### config.mk
export PLATFORM = sky130hd
export DESIGN_NAME = waypoint_three_phase_steering_top_flat
export DESIGN_NICKNAME = d
export VERILOG_FILES = /design/src/wtps_pkg.sv /design/src/wtps_if.sv /design/src/wtps_cordic.sv /design/src/wtps_isqrt.sv /design/src/waypoint_three_phase_steering_top.sv /design/src/flat_wrapper.sv
export SDC_FILE = /design/constraint.sdc
export NUM_CORES = 2
export LEC_CHECK = 0
export ABC_AREA = 1
export BUFFER_PORTS_ARGS = -buffer_cell sky130_fd_sc_hd__buf_4
export CAP_MARGIN = 20
export CORE_ASPECT_RATIO = 1.75
export CORE_MARGIN = 2
export CORE_UTILIZATION = 26
export DETAILED_ROUTE_END_ITERATION = 8
export PLACE_DENSITY = 0.45
export SKIP_LAST_GASP = 1
export SLEW_MARGIN = 20
export SYNTH_ARGS = -nofsm -noshare
export SYNTH_HDL_FRONTEND = slang
export SYNTH_SLANG_ARGS = --single-unit
### constraint.sdc
create_clock -name i_clk -period 5.9 [get_ports i_clk]
set_input_delay 0.885 -clock i_clk [delete_from_list [all_inputs] [get_ports i_clk]]
set_output_delay 0.885 -clock i_clk [all_outputs]
set_load 0.005 [all_outputs]
### src/wtps_pkg.sv
package wtps_pkg;

    localparam int CORDIC_STEPS_DEF = 16;
    localparam int MAX_STEPS        = 24;
    localparam int CFG_IDX_W        = 3;
    localparam int CFG_DATA_W       = 16;

    localparam logic signed [16:0] ANG_PI     = 17'sd12868;
    localparam logic signed [16:0] ANG_TWO_PI = 17'sd25736;
    localparam logic signed [28:0] Z_PI       = 29'sd52707179;

    localparam logic [1:0] ACT_TICK    = 2'd0;
    localparam logic [1:0] ACT_BEGIN   = 2'd1;
    localparam logic [1:0] ACT_PREEMPT = 2'd2;

    localparam logic [1:0] PH_ALIGN    = 2'd0;
    localparam logic [1:0] PH_APPROACH = 2'd1;
    localparam logic [1:0] PH_FINAL    = 2'd2;
    localparam logic [1:0] PH_STOP     = 2'd3;

    localparam logic [CFG_IDX_W-1:0] CFG_GOAL_X    = 3'd0;
    localparam logic [CFG_IDX_W-1:0] CFG_GOAL_Y    = 3'd1;
    localparam logic [CFG_IDX_W-1:0] CFG_GOAL_HEAD = 3'd2;
    localparam logic [CFG_IDX_W-1:0] CFG_DIST_TOL  = 3'd3;
    localparam logic [CFG_IDX_W-1:0] CFG_ANG_TOL   = 3'd4;
    localparam logic [CFG_IDX_W-1:0] CFG_TURN_GAIN = 3'd5;

    localparam logic [14:0] DIST_TOL_RST  = 15'd102;
    localparam logic [13:0] ANG_TOL_RST   = 14'd71;
    localparam logic [14:0] TURN_GAIN_RST = 15'd2048;

    localparam logic [1:0] KIND_ZERO = 2'd0;
    localparam logic [1:0] KIND_GAIN = 2'd1;
    localparam logic [1:0] KIND_APPR = 2'd2;

    typedef logic signed [16:0] t_diff;
    typedef logic signed [14:0] t_ang;

    function automatic logic signed [28:0] atan_of(input logic [4:0] i);
        logic signed [28:0] v;
        case (i)
            5'd0:  v = 29'sd13176795;
            5'd1:  v = 29'sd7778716;
            5'd2:  v = 29'sd4110060;
            5'd3:  v = 29'sd2086331;
            5'd4:  v = 29'sd1047214;
            5'd5:  v = 29'sd524117;
            5'd6:  v = 29'sd262123;
            5'd7:  v = 29'sd131069;
            5'd8:  v = 29'sd65536;
            5'd9:  v = 29'sd32768;
            5'd10: v = 29'sd16384;
            5'd11: v = 29'sd8192;
            5'd12: v = 29'sd4096;
            5'd13: v = 29'sd2048;
            5'd14: v = 29'sd1024;
            5'd15: v = 29'sd512;
            5'd16: v = 29'sd256;
            5'd17: v = 29'sd128;
            5'd18: v = 29'sd64;
            5'd19: v = 29'sd32;
            5'd20: v = 29'sd16;
            5'd21: v = 29'sd8;
            5'd22: v = 29'sd4;
            5'd23: v = 29'sd2;
            default: v = 29'sd0;
        endcase
        return v;
    endfunction

endpackage

### src/wtps_if.sv
interface wtps_pose_if;
    logic               valid;
    logic               ready;
    logic [1:0]         action;
    logic signed [15:0] pose_x;
    logic signed [15:0] pose_y;
    logic signed [14:0] pose_heading;

    modport source(output valid, action, pose_x, pose_y, pose_heading, input ready);
    modport sink(input valid, action, pose_x, pose_y, pose_heading, output ready);
endinterface

interface wtps_cmd_if;
    logic               valid;
    logic               ready;
    logic [14:0]        linear_speed;
    logic signed [15:0] angular_speed;
    logic [1:0]         phase;
    logic [15:0]        goal_range;
    logic signed [14:0] heading_error;
    logic               reached;
    logic               preempted;

    modport source(output valid, linear_speed, angular_speed, phase, goal_range,
                   heading_error, reached, preempted, input ready);
    modport sink(input valid, linear_speed, angular_speed, phase, goal_range,
                 heading_error, reached, preempted, output ready);
endinterface

### src/wtps_cordic.sv
module wtps_cordic #(
    parameter int NSTEPS = wtps_pkg::CORDIC_STEPS_DEF
) (
    input  logic            i_clk,
    input  logic            i_rst_n,
    input  logic            i_start,
    input  wtps_pkg::t_diff i_dx,
    input  wtps_pkg::t_diff i_dy,
    output logic            o_busy,
    output wtps_pkg::t_ang  o_bearing
);
    import wtps_pkg::*;

    localparam logic [1:0] C_IDLE = 2'd0;
    localparam logic [1:0] C_RUN  = 2'd1;
    localparam logic [1:0] C_RND  = 2'd2;

    logic [1:0]         r_state;
    logic signed [43:0] r_x, r_y;
    logic signed [28:0] r_z;
    logic [4:0]         r_i;
    logic               r_zero;
    t_ang               r_bear;

    logic signed [43:0] x0, y0, xs, ys;
    logic signed [28:0] zr;

    assign x0 = {{3{i_dx[16]}}, i_dx, 24'd0};
    assign y0 = {{3{i_dy[16]}}, i_dy, 24'd0};
    assign xs = r_x >>> r_i;
    assign ys = r_y >>> r_i;
    assign zr = (r_z + 29'sd2048) >>> 12;

    always_ff @(posedge i_clk) begin
        if (!i_rst_n) begin
            r_state <= C_IDLE;
        end else begin
            unique case (r_state)
                C_IDLE: begin
                    if (i_start) begin
                        r_state <= C_RUN;
                    end
                end
                C_RUN: begin
                    if (r_i == 5'(NSTEPS - 1)) begin
                        r_state <= C_RND;
                    end
                end
                default: r_state <= C_IDLE;
            endcase
        end
    end

    always_ff @(posedge i_clk) begin
        if (r_state == C_IDLE && i_start) begin
            r_i    <= 5'd0;
            r_zero <= (i_dx == 17'sd0) && (i_dy == 17'sd0);
            if (i_dx < 0) begin
                r_x <= -x0;
                r_y <= -y0;
                r_z <= (i_dy >= 0) ? Z_PI : -Z_PI;
            end else begin
                r_x <= x0;
                r_y <= y0;
                r_z <= 29'sd0;
            end
        end else if (r_state == C_RUN) begin
            r_i <= r_i + 5'd1;
            if (r_y >= 0) begin
                r_x <= r_x + ys;
                r_y <= r_y - xs;
                r_z <= r_z + atan_of(r_i);
            end else begin
                r_x <= r_x - ys;
                r_y <= r_y + xs;
                r_z <= r_z - atan_of(r_i);
            end
        end else if (r_state == C_RND) begin
            if (r_zero) begin
                r_bear <= '0;
            end else if (zr > 29'(ANG_PI)) begin
                r_bear <= 15'(ANG_PI);
            end else if (zr < -29'(ANG_PI)) begin
                r_bear <= -15'(ANG_PI);
            end else begin
                r_bear <= zr[14:0];
            end
        end
    end

    assign o_busy    = (r_state != C_IDLE);
    assign o_bearing = r_bear;

endmodule

### src/wtps_isqrt.sv
module wtps_isqrt (
    input  logic            i_clk,
    input  logic            i_rst_n,
    input  logic            i_start,
    input  wtps_pkg::t_diff i_dx,
    input  wtps_pkg::t_diff i_dy,
    output logic            o_busy,
    output logic [15:0]     o_root
);
    import wtps_pkg::*;

    localparam logic [1:0] Q_IDLE = 2'd0;
    localparam logic [1:0] Q_SQ   = 2'd1;
    localparam logic [1:0] Q_ADD  = 2'd2;
    localparam logic [1:0] Q_RUN  = 2'd3;

    logic [1:0]  r_state;
    t_diff       r_dx, r_dy;
    logic [32:0] r_p1, r_p2, r_n, r_r, r_bit;

    logic signed [33:0] sq1, sq2;
    logic [33:0]        sum;

    assign sq1 = r_dx * r_dx;
    assign sq2 = r_dy * r_dy;
    assign sum = {1'b0, r_r} + {1'b0, r_bit};

    always_ff @(posedge i_clk) begin
        if (!i_rst_n) begin
            r_state <= Q_IDLE;
        end else begin
            unique case (r_state)
                Q_IDLE: if (i_start) r_state <= Q_SQ;
                Q_SQ:   r_state <= Q_ADD;
                Q_ADD:  r_state <= Q_RUN;
                Q_RUN:  if (r_bit[0]) r_state <= Q_IDLE;
            endcase
        end
    end

    always_ff @(posedge i_clk) begin
        unique case (r_state)
            Q_IDLE: begin
                if (i_start) begin
                    r_dx <= i_dx;
                    r_dy <= i_dy;
                end
            end
            Q_SQ: begin
                r_p1 <= sq1[32:0];
                r_p2 <= sq2[32:0];
            end
            Q_ADD: begin
                r_n   <= r_p1 + r_p2;
                r_r   <= '0;
                r_bit <= 33'h1_0000_0000;
            end
            Q_RUN: begin
                if ({1'b0, r_n} >= sum) begin
                    r_n <= r_n - sum[32:0];
                    r_r <= (r_r >> 1) + r_bit;
                end else begin
                    r_r <= r_r >> 1;
                end
                r_bit <= r_bit >> 2;
            end
        endcase
    end

    assign o_busy = (r_state != Q_IDLE);
    assign o_root = (r_r[32:16] != '0) ? 16'hFFFF : r_r[15:0];

endmodule

### src/waypoint_three_phase_steering_top.sv
// channel  | dir | handshake     | payload
// i_pose   | in  | valid & ready | action, pose_x, pose_y, pose_heading
// o_cmd    | out | valid & ready | speeds, phase, errors, reached, preempted
// cfg      | in  | i_cfg_we      | i_cfg_idx selects register, i_cfg_data
// one item goes through start, the square root (2 setup steps, 17 one-bit steps)
// beside the cordic pass, then evaluate, multiply and output; ready only in
// idle
// reset is synchronous, active low, and restores registers and phase at once
// a result waiting on o_cmd holds the sequencer in its last step; a new item
// is taken as soon as that result has moved into the output register
module waypoint_three_phase_steering_top #(
    parameter int CORDIC_STEPS = wtps_pkg::CORDIC_STEPS_DEF
) (
    input  logic                               i_clk,
    input  logic                               i_rst_n,
    wtps_pose_if.sink                          i_pose,
    wtps_cmd_if.source                         o_cmd,
    input  logic                               i_cfg_we,
    input  logic [wtps_pkg::CFG_IDX_W-1:0]     i_cfg_idx,
    input  logic [wtps_pkg::CFG_DATA_W-1:0]    i_cfg_data
);
    import wtps_pkg::*;

    localparam int NSTEPS = (CORDIC_STEPS > MAX_STEPS) ? MAX_STEPS : CORDIC_STEPS;

    localparam logic [2:0] ST_IDLE  = 3'd0;
    localparam logic [2:0] ST_START = 3'd1;
    localparam logic [2:0] ST_WAIT  = 3'd2;
    localparam logic [2:0] ST_EVAL  = 3'd3;
    localparam logic [2:0] ST_MUL   = 3'd4;
    localparam logic [2:0] ST_FIN   = 3'd5;

    logic signed [15:0] r_goal_x, r_goal_y;
    t_ang               r_goal_head;
    logic [14:0]        r_dist_tol, r_gain;
    logic [13:0]        r_ang_tol;

    logic [2:0]  r_state;
    logic [1:0]  r_phase;
    logic        r_done;
    logic [1:0]  r_act;
    t_ang        r_ph;
    t_diff       r_dx, r_dy;
    t_ang        r_e, r_eh;
    logic [1:0]  r_kind;
    logic        r_reached, r_pre;
    logic [15:0] r_dist;
    logic signed [30:0] r_gp;
    logic [32:0] r_q;

    logic        r_ov;
    logic [14:0] r_lin;
    logic signed [15:0] r_ang;

    logic        c_busy, s_busy, start;
    t_ang        bear;
    logic [15:0] sq_root;

    assign start = (r_state == ST_START);

    wtps_cordic #(.NSTEPS(NSTEPS)) u_cordic (
        .i_clk(i_clk), .i_rst_n(i_rst_n), .i_start(start),
        .i_dx(r_dx), .i_dy(r_dy), .o_busy(c_busy), .o_bearing(bear)
    );

    wtps_isqrt u_isqrt (
        .i_clk(i_clk), .i_rst_n(i_rst_n), .i_start(start),
        .i_dx(r_dx), .i_dy(r_dy), .o_busy(s_busy), .o_root(sq_root)
    );

    always_ff @(posedge i_clk) begin
        if (!i_rst_n) begin
            r_goal_x    <= '0;
            r_goal_y    <= '0;
            r_goal_head <= '0;
            r_dist_tol  <= DIST_TOL_RST;
            r_ang_tol   <= ANG_TOL_RST;
            r_gain      <= TURN_GAIN_RST;
        end else if (i_cfg_we) begin
            case (i_cfg_idx)
                CFG_GOAL_X:    r_goal_x    <= i_cfg_data;
                CFG_GOAL_Y:    r_goal_y    <= i_cfg_data;
                CFG_GOAL_HEAD: r_goal_head <= i_cfg_data[14:0];
                CFG_DIST_TOL:  r_dist_tol  <= i_cfg_data[14:0];
                CFG_ANG_TOL:   r_ang_tol   <= i_cfg_data[13:0];
                CFG_TURN_GAIN: r_gain      <= i_cfg_data[14:0];
                default: ;
            endcase
        end
    end

    // wrapped errors and phase decision
    logic signed [16:0] db, dh;
    t_ang        e_bear, e_head;
    logic [14:0] ab, ah;
    logic        bear_ok, head_ok, dist_ok, test, rd;
    logic [1:0]  cp, n_phase, kind;
    logic        n_done, pre;
    t_ang        esel;

    always_comb begin
        db = {{2{bear[14]}}, bear} - {{2{r_ph[14]}}, r_ph};
        dh = {{2{r_goal_head[14]}}, r_goal_head} - {{2{r_ph[14]}}, r_ph};
        if (db > ANG_PI) db = db - ANG_TWO_PI;
        else if (db < -ANG_PI) db = db + ANG_TWO_PI;
        if (dh > ANG_PI) dh = dh - ANG_TWO_PI;
        else if (dh < -ANG_PI) dh = dh + ANG_TWO_PI;
        e_bear  = db[14:0];
        e_head  = dh[14:0];
        ab      = e_bear[14] ? 15'(-e_bear) : 15'(e_bear);
        ah      = e_head[14] ? 15'(-e_head) : 15'(e_head);
        bear_ok = ab < {1'b0, r_ang_tol};
        head_ok = ah < {1'b0, r_ang_tol};
        dist_ok = sq_root < {1'b0, r_dist_tol};
        test    = dist_ok && head_ok;
        rd      = (r_act == ACT_BEGIN) ? 1'b0 : r_done;
        cp      = (r_act == ACT_BEGIN) ? PH_ALIGN : r_phase;
        n_phase = cp;
        n_done  = rd;
        kind    = KIND_ZERO;
        esel    = e_bear;
        pre     = 1'b0;
        if (r_act == ACT_PREEMPT) begin
            n_phase = r_phase;
            pre     = !r_done;
            n_done  = 1'b1;
        end else if (!rd) begin
            unique case (cp)
                PH_ALIGN: begin
                    if (bear_ok) n_phase = PH_APPROACH;
                    else kind = KIND_GAIN;
                end
                PH_APPROACH: begin
                    if (dist_ok) n_phase = PH_FINAL;
                    else kind = KIND_APPR;
                end
                PH_FINAL: begin
                    esel = e_head;
                    if (head_ok) n_phase = PH_STOP;
                    else kind = KIND_GAIN;
                end
                PH_STOP: ;
            endcase
            if (test) begin
                kind   = KIND_ZERO;
                n_done = 1'b1;
            end
        end
    end

    // speed commands from the registered products
    logic signed [30:0] gs;
    logic signed [15:0] ang;
    logic [14:0]        lin;

    always_comb begin
        gs  = (r_gp + 31'sd2048) >>> 12;
        ang = '0;
        lin = '0;
        unique case (r_kind)
            KIND_GAIN: begin
                if (gs > 31'sd32767) ang = 16'sh7FFF;
                else if (gs < -31'sd32768) ang = 16'sh8000;
                else ang = gs[15:0];
            end
            KIND_APPR: begin
                ang = 16'sd410 + {r_e[14], r_e};
                lin = 15'd102 + {1'b0, r_q[32:19]};
            end
            default: ;
        endcase
    end

    always_ff @(posedge i_clk) begin
        if (!i_rst_n) begin
            r_state <= ST_IDLE;
            r_phase <= PH_ALIGN;
            r_done  <= 1'b0;
            r_ov    <= 1'b0;
        end else begin
            if (r_state == ST_FIN && (!r_ov || o_cmd.ready)) begin
                r_ov <= 1'b1;
            end else if (o_cmd.ready) begin
                r_ov <= 1'b0;
            end
            unique case (r_state)
                ST_IDLE:  if (i_pose.valid) r_state <= ST_START;
                ST_START: r_state <= ST_WAIT;
                ST_WAIT:  if (!c_busy && !s_busy) r_state <= ST_EVAL;
                ST_EVAL: begin
                    r_phase <= n_phase;
                    r_done  <= n_done;
                    r_state <= ST_MUL;
                end
                ST_MUL:   r_state <= ST_FIN;
                ST_FIN: begin
                    if (!r_ov || o_cmd.ready) begin
                        r_state <= ST_IDLE;
                    end
                end
                default:  r_state <= ST_IDLE;
            endcase
        end
    end

    always_ff @(posedge i_clk) begin
        if (r_state == ST_IDLE && i_pose.valid) begin
            r_act <= i_pose.action;
            r_ph  <= i_pose.pose_heading;
            r_dx  <= {r_goal_x[15], r_goal_x} - {i_pose.pose_x[15], i_pose.pose_x};
            r_dy  <= {r_goal_y[15], r_goal_y} - {i_pose.pose_y[15], i_pose.pose_y};
        end
        if (r_state == ST_EVAL) begin
            r_e       <= esel;
            r_eh      <= e_head;
            r_kind    <= kind;
            r_reached <= (r_act != ACT_PREEMPT) && test;
            r_pre     <= pre;
            r_dist    <= sq_root;
        end
        if (r_state == ST_MUL) begin
            r_gp <= $signed({16'd0, r_gain}) * $signed({{16{r_e[14]}}, r_e});
            r_q  <= 33'({1'b0, r_dist} + 17'd5) * 33'd52429;
        end
        if (r_state == ST_FIN && (!r_ov || o_cmd.ready)) begin
            r_lin <= lin;
            r_ang <= ang;
            o_cmd.phase          <= r_phase;
            o_cmd.goal_range     <= r_dist;
            o_cmd.heading_error  <= r_eh;
            o_cmd.reached        <= r_reached;
            o_cmd.preempted      <= r_pre;
        end
    end

    assign i_pose.ready        = (r_state == ST_IDLE);
    assign o_cmd.valid         = r_ov;
    assign o_cmd.linear_speed  = r_lin;
    assign o_cmd.angular_speed = r_ang;

    a_reached_stops: assert property (@(posedge i_clk) disable iff (!i_rst_n)
        (o_cmd.valid && o_cmd.reached) |->
            (o_cmd.linear_speed == '0 && o_cmd.angular_speed == '0))
        else $error("speed commanded at goal");

    a_preempt_stops: assert property (@(posedge i_clk) disable iff (!i_rst_n)
        (o_cmd.valid && o_cmd.preempted) |->
            (!o_cmd.reached && o_cmd.linear_speed == '0 && o_cmd.angular_speed == '0))
        else $error("preempted item not stopped");

    a_units_run: assert property (@(posedge i_clk) disable iff (!i_rst_n)
        (r_state == ST_START) |=> (c_busy && s_busy))
        else $error("shared units did not start");

endmodule
### src/flat_wrapper.sv
// flat-port wrapper written by rule: the top's interface ports become plain ports
module waypoint_three_phase_steering_top_flat import wtps_pkg::*;
#(
    parameter int CORDIC_STEPS = wtps_pkg::CORDIC_STEPS_DEF
)
  (i_clk, i_rst_n, i_cfg_we, i_cfg_idx, i_cfg_data, i_pose_valid, i_pose_action, i_pose_pose_x, i_pose_pose_y, i_pose_pose_heading, i_pose_ready, o_cmd_valid, o_cmd_linear_speed, o_cmd_angular_speed, o_cmd_phase, o_cmd_goal_range, o_cmd_heading_error, o_cmd_reached, o_cmd_preempted, o_cmd_ready);
  wtps_pose_if i_pose_i ();
  wtps_cmd_if o_cmd_i ();
  input  logic i_clk;
  input  logic i_rst_n;
  input  logic i_cfg_we;
  input  logic [wtps_pkg::CFG_IDX_W-1:0] i_cfg_idx;
  input  logic [wtps_pkg::CFG_DATA_W-1:0] i_cfg_data;
  input wire logic [$bits(i_pose_i.valid)-1:0] i_pose_valid;
  input wire logic [$bits(i_pose_i.action)-1:0] i_pose_action;
  input wire logic [$bits(i_pose_i.pose_x)-1:0] i_pose_pose_x;
  input wire logic [$bits(i_pose_i.pose_y)-1:0] i_pose_pose_y;
  input wire logic [$bits(i_pose_i.pose_heading)-1:0] i_pose_pose_heading;
  output wire logic [$bits(i_pose_i.ready)-1:0] i_pose_ready;
  output wire logic [$bits(o_cmd_i.valid)-1:0] o_cmd_valid;
  output wire logic [$bits(o_cmd_i.linear_speed)-1:0] o_cmd_linear_speed;
  output wire logic [$bits(o_cmd_i.angular_speed)-1:0] o_cmd_angular_speed;
  output wire logic [$bits(o_cmd_i.phase)-1:0] o_cmd_phase;
  output wire logic [$bits(o_cmd_i.goal_range)-1:0] o_cmd_goal_range;
  output wire logic [$bits(o_cmd_i.heading_error)-1:0] o_cmd_heading_error;
  output wire logic [$bits(o_cmd_i.reached)-1:0] o_cmd_reached;
  output wire logic [$bits(o_cmd_i.preempted)-1:0] o_cmd_preempted;
  input wire logic [$bits(o_cmd_i.ready)-1:0] o_cmd_ready;
  assign i_pose_i.valid = i_pose_valid;
  assign i_pose_i.action = i_pose_action;
  assign i_pose_i.pose_x = i_pose_pose_x;
  assign i_pose_i.pose_y = i_pose_pose_y;
  assign i_pose_i.pose_heading = i_pose_pose_heading;
  assign i_pose_ready = i_pose_i.ready;
  assign o_cmd_valid = o_cmd_i.valid;
  assign o_cmd_linear_speed = o_cmd_i.linear_speed;
  assign o_cmd_angular_speed = o_cmd_i.angular_speed;
  assign o_cmd_phase = o_cmd_i.phase;
  assign o_cmd_goal_range = o_cmd_i.goal_range;
  assign o_cmd_heading_error = o_cmd_i.heading_error;
  assign o_cmd_reached = o_cmd_i.reached;
  assign o_cmd_preempted = o_cmd_i.preempted;
  assign o_cmd_i.ready = o_cmd_ready;
  waypoint_three_phase_steering_top #(.CORDIC_STEPS(CORDIC_STEPS)) u_core (.i_clk(i_clk), .i_rst_n(i_rst_n), .i_pose(i_pose_i), .o_cmd(o_cmd_i), .i_cfg_we(i_cfg_we), .i_cfg_idx(i_cfg_idx), .i_cfg_data(i_cfg_data));
endmodule
# After elaboration in Yosys (flattened, before gate mapping)
# Memory sizes are Yosys's and may differ from the RTL's. A register that Yosys moved wholly into a read port is not among the register bits.
# Index checks and enable logic that the tools add are counted.
[word_totals] register_bits=670 mem_bits_ro=1536 in_bits=73 out_inout_bits=68 n_memories=2
[memory_table] memory="(name not given)" words=32 width=24 read_ports=1 rd_clocked_by_memory_dff=1 wr=0 line="wtps_pkg.sv:41" rtl="case (i)"
[memory_table] memory="(name not given)" words=32 width=24 read_ports=1 rd_clocked_by_memory_dff=1 wr=0 line="wtps_pkg.sv:41"
[op_classes] add_sub_neg=28 mul=4 order_cmp=15 eq_ne=31 shift=2 n_mux=68 n_bitwise=3 reduce_logical=41
[ops] operator="two-way mux 44 bit" count=8
[ops] operator="two-way mux 29 bit" count=11
[ops] operator="case mux 33 bit (2 select lines)" count=3
[ops] operator="two-way mux 15 bit" count=10
[ops] operator="adder 44 bit" count=2
[ops] operator="negation 41 -> 44 bit" count=2
[ops] operator=">>> shifter 44 x 5 -> 44 bit" count=2
[ops] operator="subtractor 44 bit" count=2
[ops] operator="multiplier 17 x 17 -> 33 bit" count=2
[ops] operator="two-way mux 33 bit" count=2
[ops] operator="two-way mux 16 bit" count=3
[ops] operator=">= comparator 44 x 1 -> 1 bit, second input constant" count=1
[ops] operator="adder 33 x 33 -> 34 bit" count=1
[ops] operator=">= comparator 33 x 34 -> 1 bit" count=1
[ops] operator="logical NOT 17 bit" count=2
[ops] operator="subtractor 16 x 16 -> 17 bit" count=2
[ops] operator="adder 32 x 33 -> 33 bit" count=1
[ops] operator="adder 33 bit" count=1
[ops] operator="multiplier 33 x 16 -> 33 bit, second input constant" count=1
[ops] operator="subtractor 33 bit" count=1
[ops] operator="> comparator 16 x 15 -> 1 bit, second input constant" count=2
[ops] operator="less-than comparator 16 x 15 -> 1 bit, second input constant" count=2
[ops] operator="case mux 16 bit (2 select lines)" count=1
[ops] operator="subtractor 15 x 15 -> 16 bit" count=2
[ops] operator="49 further kinds" count=127

# Depth between registers and ports, before layout
[depth] word_depth=11 mapped_depth=39 ltp_nobuf=39

# Modules after synthesis
# From an unflattened synthesis, not the netlist that was laid out.
[hier_totals] cells_unflattened=11516 area_unflattened_um2=86360.3
[modules_own_cells] module="wtps_isqrt" instances=1 cells_per_inst=4044 area_each_um2=33218.1 seq_area_each_um2=5475.3
[modules_own_cells] module="waypoint_three_phase_steering_top" instances=1 cells_per_inst=3758 area_each_um2=30792.0 seq_area_each_um2=7997.7
[modules_own_cells] module="wtps_cordic" instances=1 cells_per_inst=3714 area_each_um2=22350.2 seq_area_each_um2=4614.4

# Worst setup path after synthesis
# No wires, ideal clock.
[synth_path] path_type="register to register" startpoint="register u_core.r_dist[0]" endpoint="register u_core.r_q[31] (data pin)" setup_ns=0.271 arrival_ns=6.078 required_ns=5.629 path_slack_ns=-0.449 path_stages_with_launch=32 synth_period_minus_slack_ns=6.349 path_cell_list="edfxtp_1 > ha_1 > nor2_1 > nor2_1 > nand3_1 > nor3b_1 > nand3_1 > nor2_1 > inv_1 > nor2_1 > xnor2_1 > inv_1 > ha_1 > ha_1 > inv_1 > fa_1 > inv_1 > fa_1 > inv_1 > fa_1 > inv_1 > fa_1 > ha_1 > nand2_1 > nor2_1 > a211o_1 > o21ai_0 > nand3_1 > nand4_1 > o211ai_1 > a221oi_1 > xor2_1"
[synth_between] elab_chain_len=2
[synth_rtl] item="from (decl)" line="waypoint_three_phase_steering_top.sv:47" rtl="logic [15:0] r_dist;"
[synth_rtl] item="from (signal assigned)" line="waypoint_three_phase_steering_top.sv:219" rtl="r_dist <= sq_root;"
[synth_rtl] item="adder 16 x 3 -> 17 bit" line="waypoint_three_phase_steering_top.sv:223" rtl="r_q <= 33'({1'b0, r_dist} + 17'd5) * 33'd52429;"
[synth_rtl] item="multiplier 33 x 16 -> 33 bit" line="waypoint_three_phase_steering_top.sv:223"
[synth_rtl] item="to (signal assigned)" line="waypoint_three_phase_steering_top.sv:223"
[synth_rtl] item="to (decl)" line="waypoint_three_phase_steering_top.sv:49" rtl="logic [32:0] r_q;"
# No other way between the ends.
# A chain may end at the register's enable or synchronous reset.

# Worst setup path in the final report
[layout_path] startpoint="register u_core.r_dist[0]" endpoint="register u_core.r_q[32] (data pin)"
# Same word-level chain as after synthesis.

==> results.json <==
{
  "status": "complete, but fails checks",
  "violations": "setup timing",
  "cp.arrival_ns": 6.73,
  "synth-seq-cells": 646,
  "die_area_um2": 325000,
  "htree_levels": 3,
  "synth_top_area_share_pct": 19.1,
  "die_w_um": 432,
  "drtAntennaViolNets": 0,
  "area_growth_pct": 23.4,
  "syn_inst": 10900,
  "clockBufferDepth": 3,
  "cts_sinks": 646,
  "cts-root-buf": "clkbuf_16",
  "whs_path_depth": 1,
  "worstSetupStartpointType": "flop",
  "routed_wirelength_um": 306000,
  "synth_commonest_cells": "nand2_1 (2322), inv_1 (2157), fa_1 (795), nor2_1 (772), ha_1 (749)",
  "clk_latency_ns": 0.74,
  "crit_slowest_cell": "fa_1",
  "final-hold-violation-count": 0,
  "grt_max_degree": 95,
  "cts_buffers": 79,
  "required_ns": 6.35,
  "viasPerCell": 4.59,
  "tightest_slew_ns": 1.11,
  "max_clock_freq_mhz": 159,
  "yosysMostFrequentCell": "nand2_1",
  "tritoncts": "done",
  "period_needed_ns": 6.28,
  "layout-drive-gt1-share_pct": 17.4,
  "dpl.hpwl_um": 258000,
  "die_y_um": 752,
  "drv_slew": 0,
  "routedWlPerCell_um": 19.0,
  "finalCritPeriodShare_pct": 107,
  "grt_pass1_wl_um": 456000,
  "rows": 274,
  "place_ws_ns": -0.763,
  "synth_top_area_cell": "fa_1",
  "ios": 141,
  "async_flop_share_pct": 0,
  "port-buffer-count": 140,
  "grt_pass1_vias": 77800,
  "timing.critical_path.fanout_max": 4,
  "grt_setup_unrepaired": "yes",
  "dr.pass1.iters": 6,
  "holdCritPathClass": "in2reg",
  "ys_warn_count": 0,
  "clk_pin_slew_ns": 0.07,
  "synth-seq-area-share_pct": 21.7,
  "grt-ovfl-total": 0,
  "drt_iter0_markers": 3539,
  "avgSynthCellArea_um2": 7.66,
  "core_area_um2": 318000,
  "grt_usage_pct": 18.5,
  "start_util_pct": 26.1,
  "holdBufCountCts": 0,
  "critPathKind": "reg2reg",
  "maxCapViolCount": 0,
  "r2r_cells": 32,
  "antenna_found_initial": 18,
  "crit_path_max_incr_delay_ns": 0.55,
  "drc": 0,
  "routabilityCongestion": 0.940,
  "synth_cell_types": 69,
  "vias": 73800,
  "syn-num-nets": 12500,
  "cp-end-kind": "flop",
  "fin_ws_ns": -0.385,
  "setup_viol": 13,
  "synth_ff_type": "edfxtp_1",
  "synth_edf_count": 515,
  "fin_skew_ns": 0.0453,
  "slew_headroom_pct": 25.1,
  "syn_area_um2": 83200,
  "synth_area_leaders": "fa_1 (19%), edfxtp_1 (19%), ha_1 (11%)",
  "fin_nets": 13500
}
## state kept, by name (all words and copies together), names as in the netlist, 16 cells and up, named ones only
register                    cells
u_core.u_cordic.r_x            44
u_core.u_cordic.r_y            44
u_core.u_isqrt.r_n             33
u_core.u_isqrt.r_r             33
u_core.u_isqrt.r_p1            32
u_core.u_isqrt.r_p2            32
u_core.u_cordic.r_z            29
u_core.r_gp                    20
u_core.r_dx                    17
u_core.r_dy                    17
u_core.u_isqrt.r_bit           17
u_core.u_isqrt.r_dx            17
u_core.u_isqrt.r_dy            17
u_core.o_cmd.angular_speed     16
u_core.o_cmd.goal_range        16
u_core.r_dist                  16
u_core.r_goal_x                16
u_core.r_goal_y                16
## metal layers
metal	vias up	GRT usage, %	part of all wire, %
li1	36700	-	-
met1	35300	17.6	34
met2	1152	37.8	56
met3	612	1.40	2.3
met4	4	11.1	7.4
met5	-	0	0.010
## layout by cell type, fill, tap and decap left out, types with 52 or more instances in the layout
master / n
nand4_1: 82
xnor2_1: 123
buf_4: 1142
o21ai_0: 619
dfxtp_1: 119
nand2_1: 2247
ha_1: 670
ha_4: 69
xor2_1: 263
a21oi_2: 73
fa_1: 754
inv_2: 77
a21oi_1: 611
inv_1: 2090
nor3_1: 98
o21ai_2: 52
nor2_1: 725
nand3_1: 336
edfxtp_1: 515
o21ai_1: 148
or2_2: 62
clkbuf_16: 85
a31oi_1: 64
nand2_2: 81
## worst max-delay path: cells and delay by family, from the launching register on
family          cells  cell delay (ns)
fa+ha+maj           7             2.73
xor+xnor            2             0.38
simple gates       11             1.26
buf+inv             5             0.31
flops               1             0.35
compound gates      7             1.04
## area by class of cell
type	instances	area, um2
fillers	34300	215000
repair buffers	1245	10200
clock buffers	97	2140
flip-flops and latches	646	18100
well taps	4140	5180
multi-input cells	7732	58300
diodes	2	5.00
inverters	2182	8220
clock inverters	50	526
## cells by family (layout without fill, tap and decap cells)
family / count (synthesis) / in the layout / share of synthesized area [%]
simple gates: 3868 / 3868 / 19.2
mux: 56 / 56 / 0.677
other cells: 0 / 2 / 0
fa+ha+maj: 1544 / 1544 / 30.4
xor+xnor: 399 / 399 / 4.23
compound gates: 1865 / 1865 / 12.3
buf+inv: 2480 / 3574 / 11.4
flops: 646 / 646 / 21.7
## timing repair
action | in CTS | in global routing
gates resized for setup | 180 | 503
endpoints found under the setup margin | 70 | 154
buffers inserted | 44 | 79
pin swaps | 101 | 285
cloned | 0 | 4
## path summary, 6_finish.rpt
kind	startpoint	to	slack, ns
hold reg to reg	u_core.r_eh[4]	u_core.o_cmd.heading_error[4]	0.42
setup / recovery	u_core.r_dist[0]	u_core.r_q[32]	-0.38
hold / removal	i_pose_pose_heading[7]	u_core.r_ph[7]	0.35
setup reg to reg	u_core.r_dist[0]	u_core.r_q[32]	-0.38
## metrics by stage
step	utilization [%]	setup TNS, ns	instances	area, um2	hold WS [ns]
global route	32.3	-8.20	16100	103000	0.312
global placement	30.3	-10.69	15800	96400	0.406
CTS	31.5	-2.36	16000	100000	0.280
detailed placement	30.3	-10.10	15800	96400	0.410
floorplan	-	-0.499	10900	83400	0.400
finish	32.3	-2.26	16100	103000	0.350
Power is not shown: default switching activity piles up to over one toggle a cycle in this logic, so the estimate is an artifact.
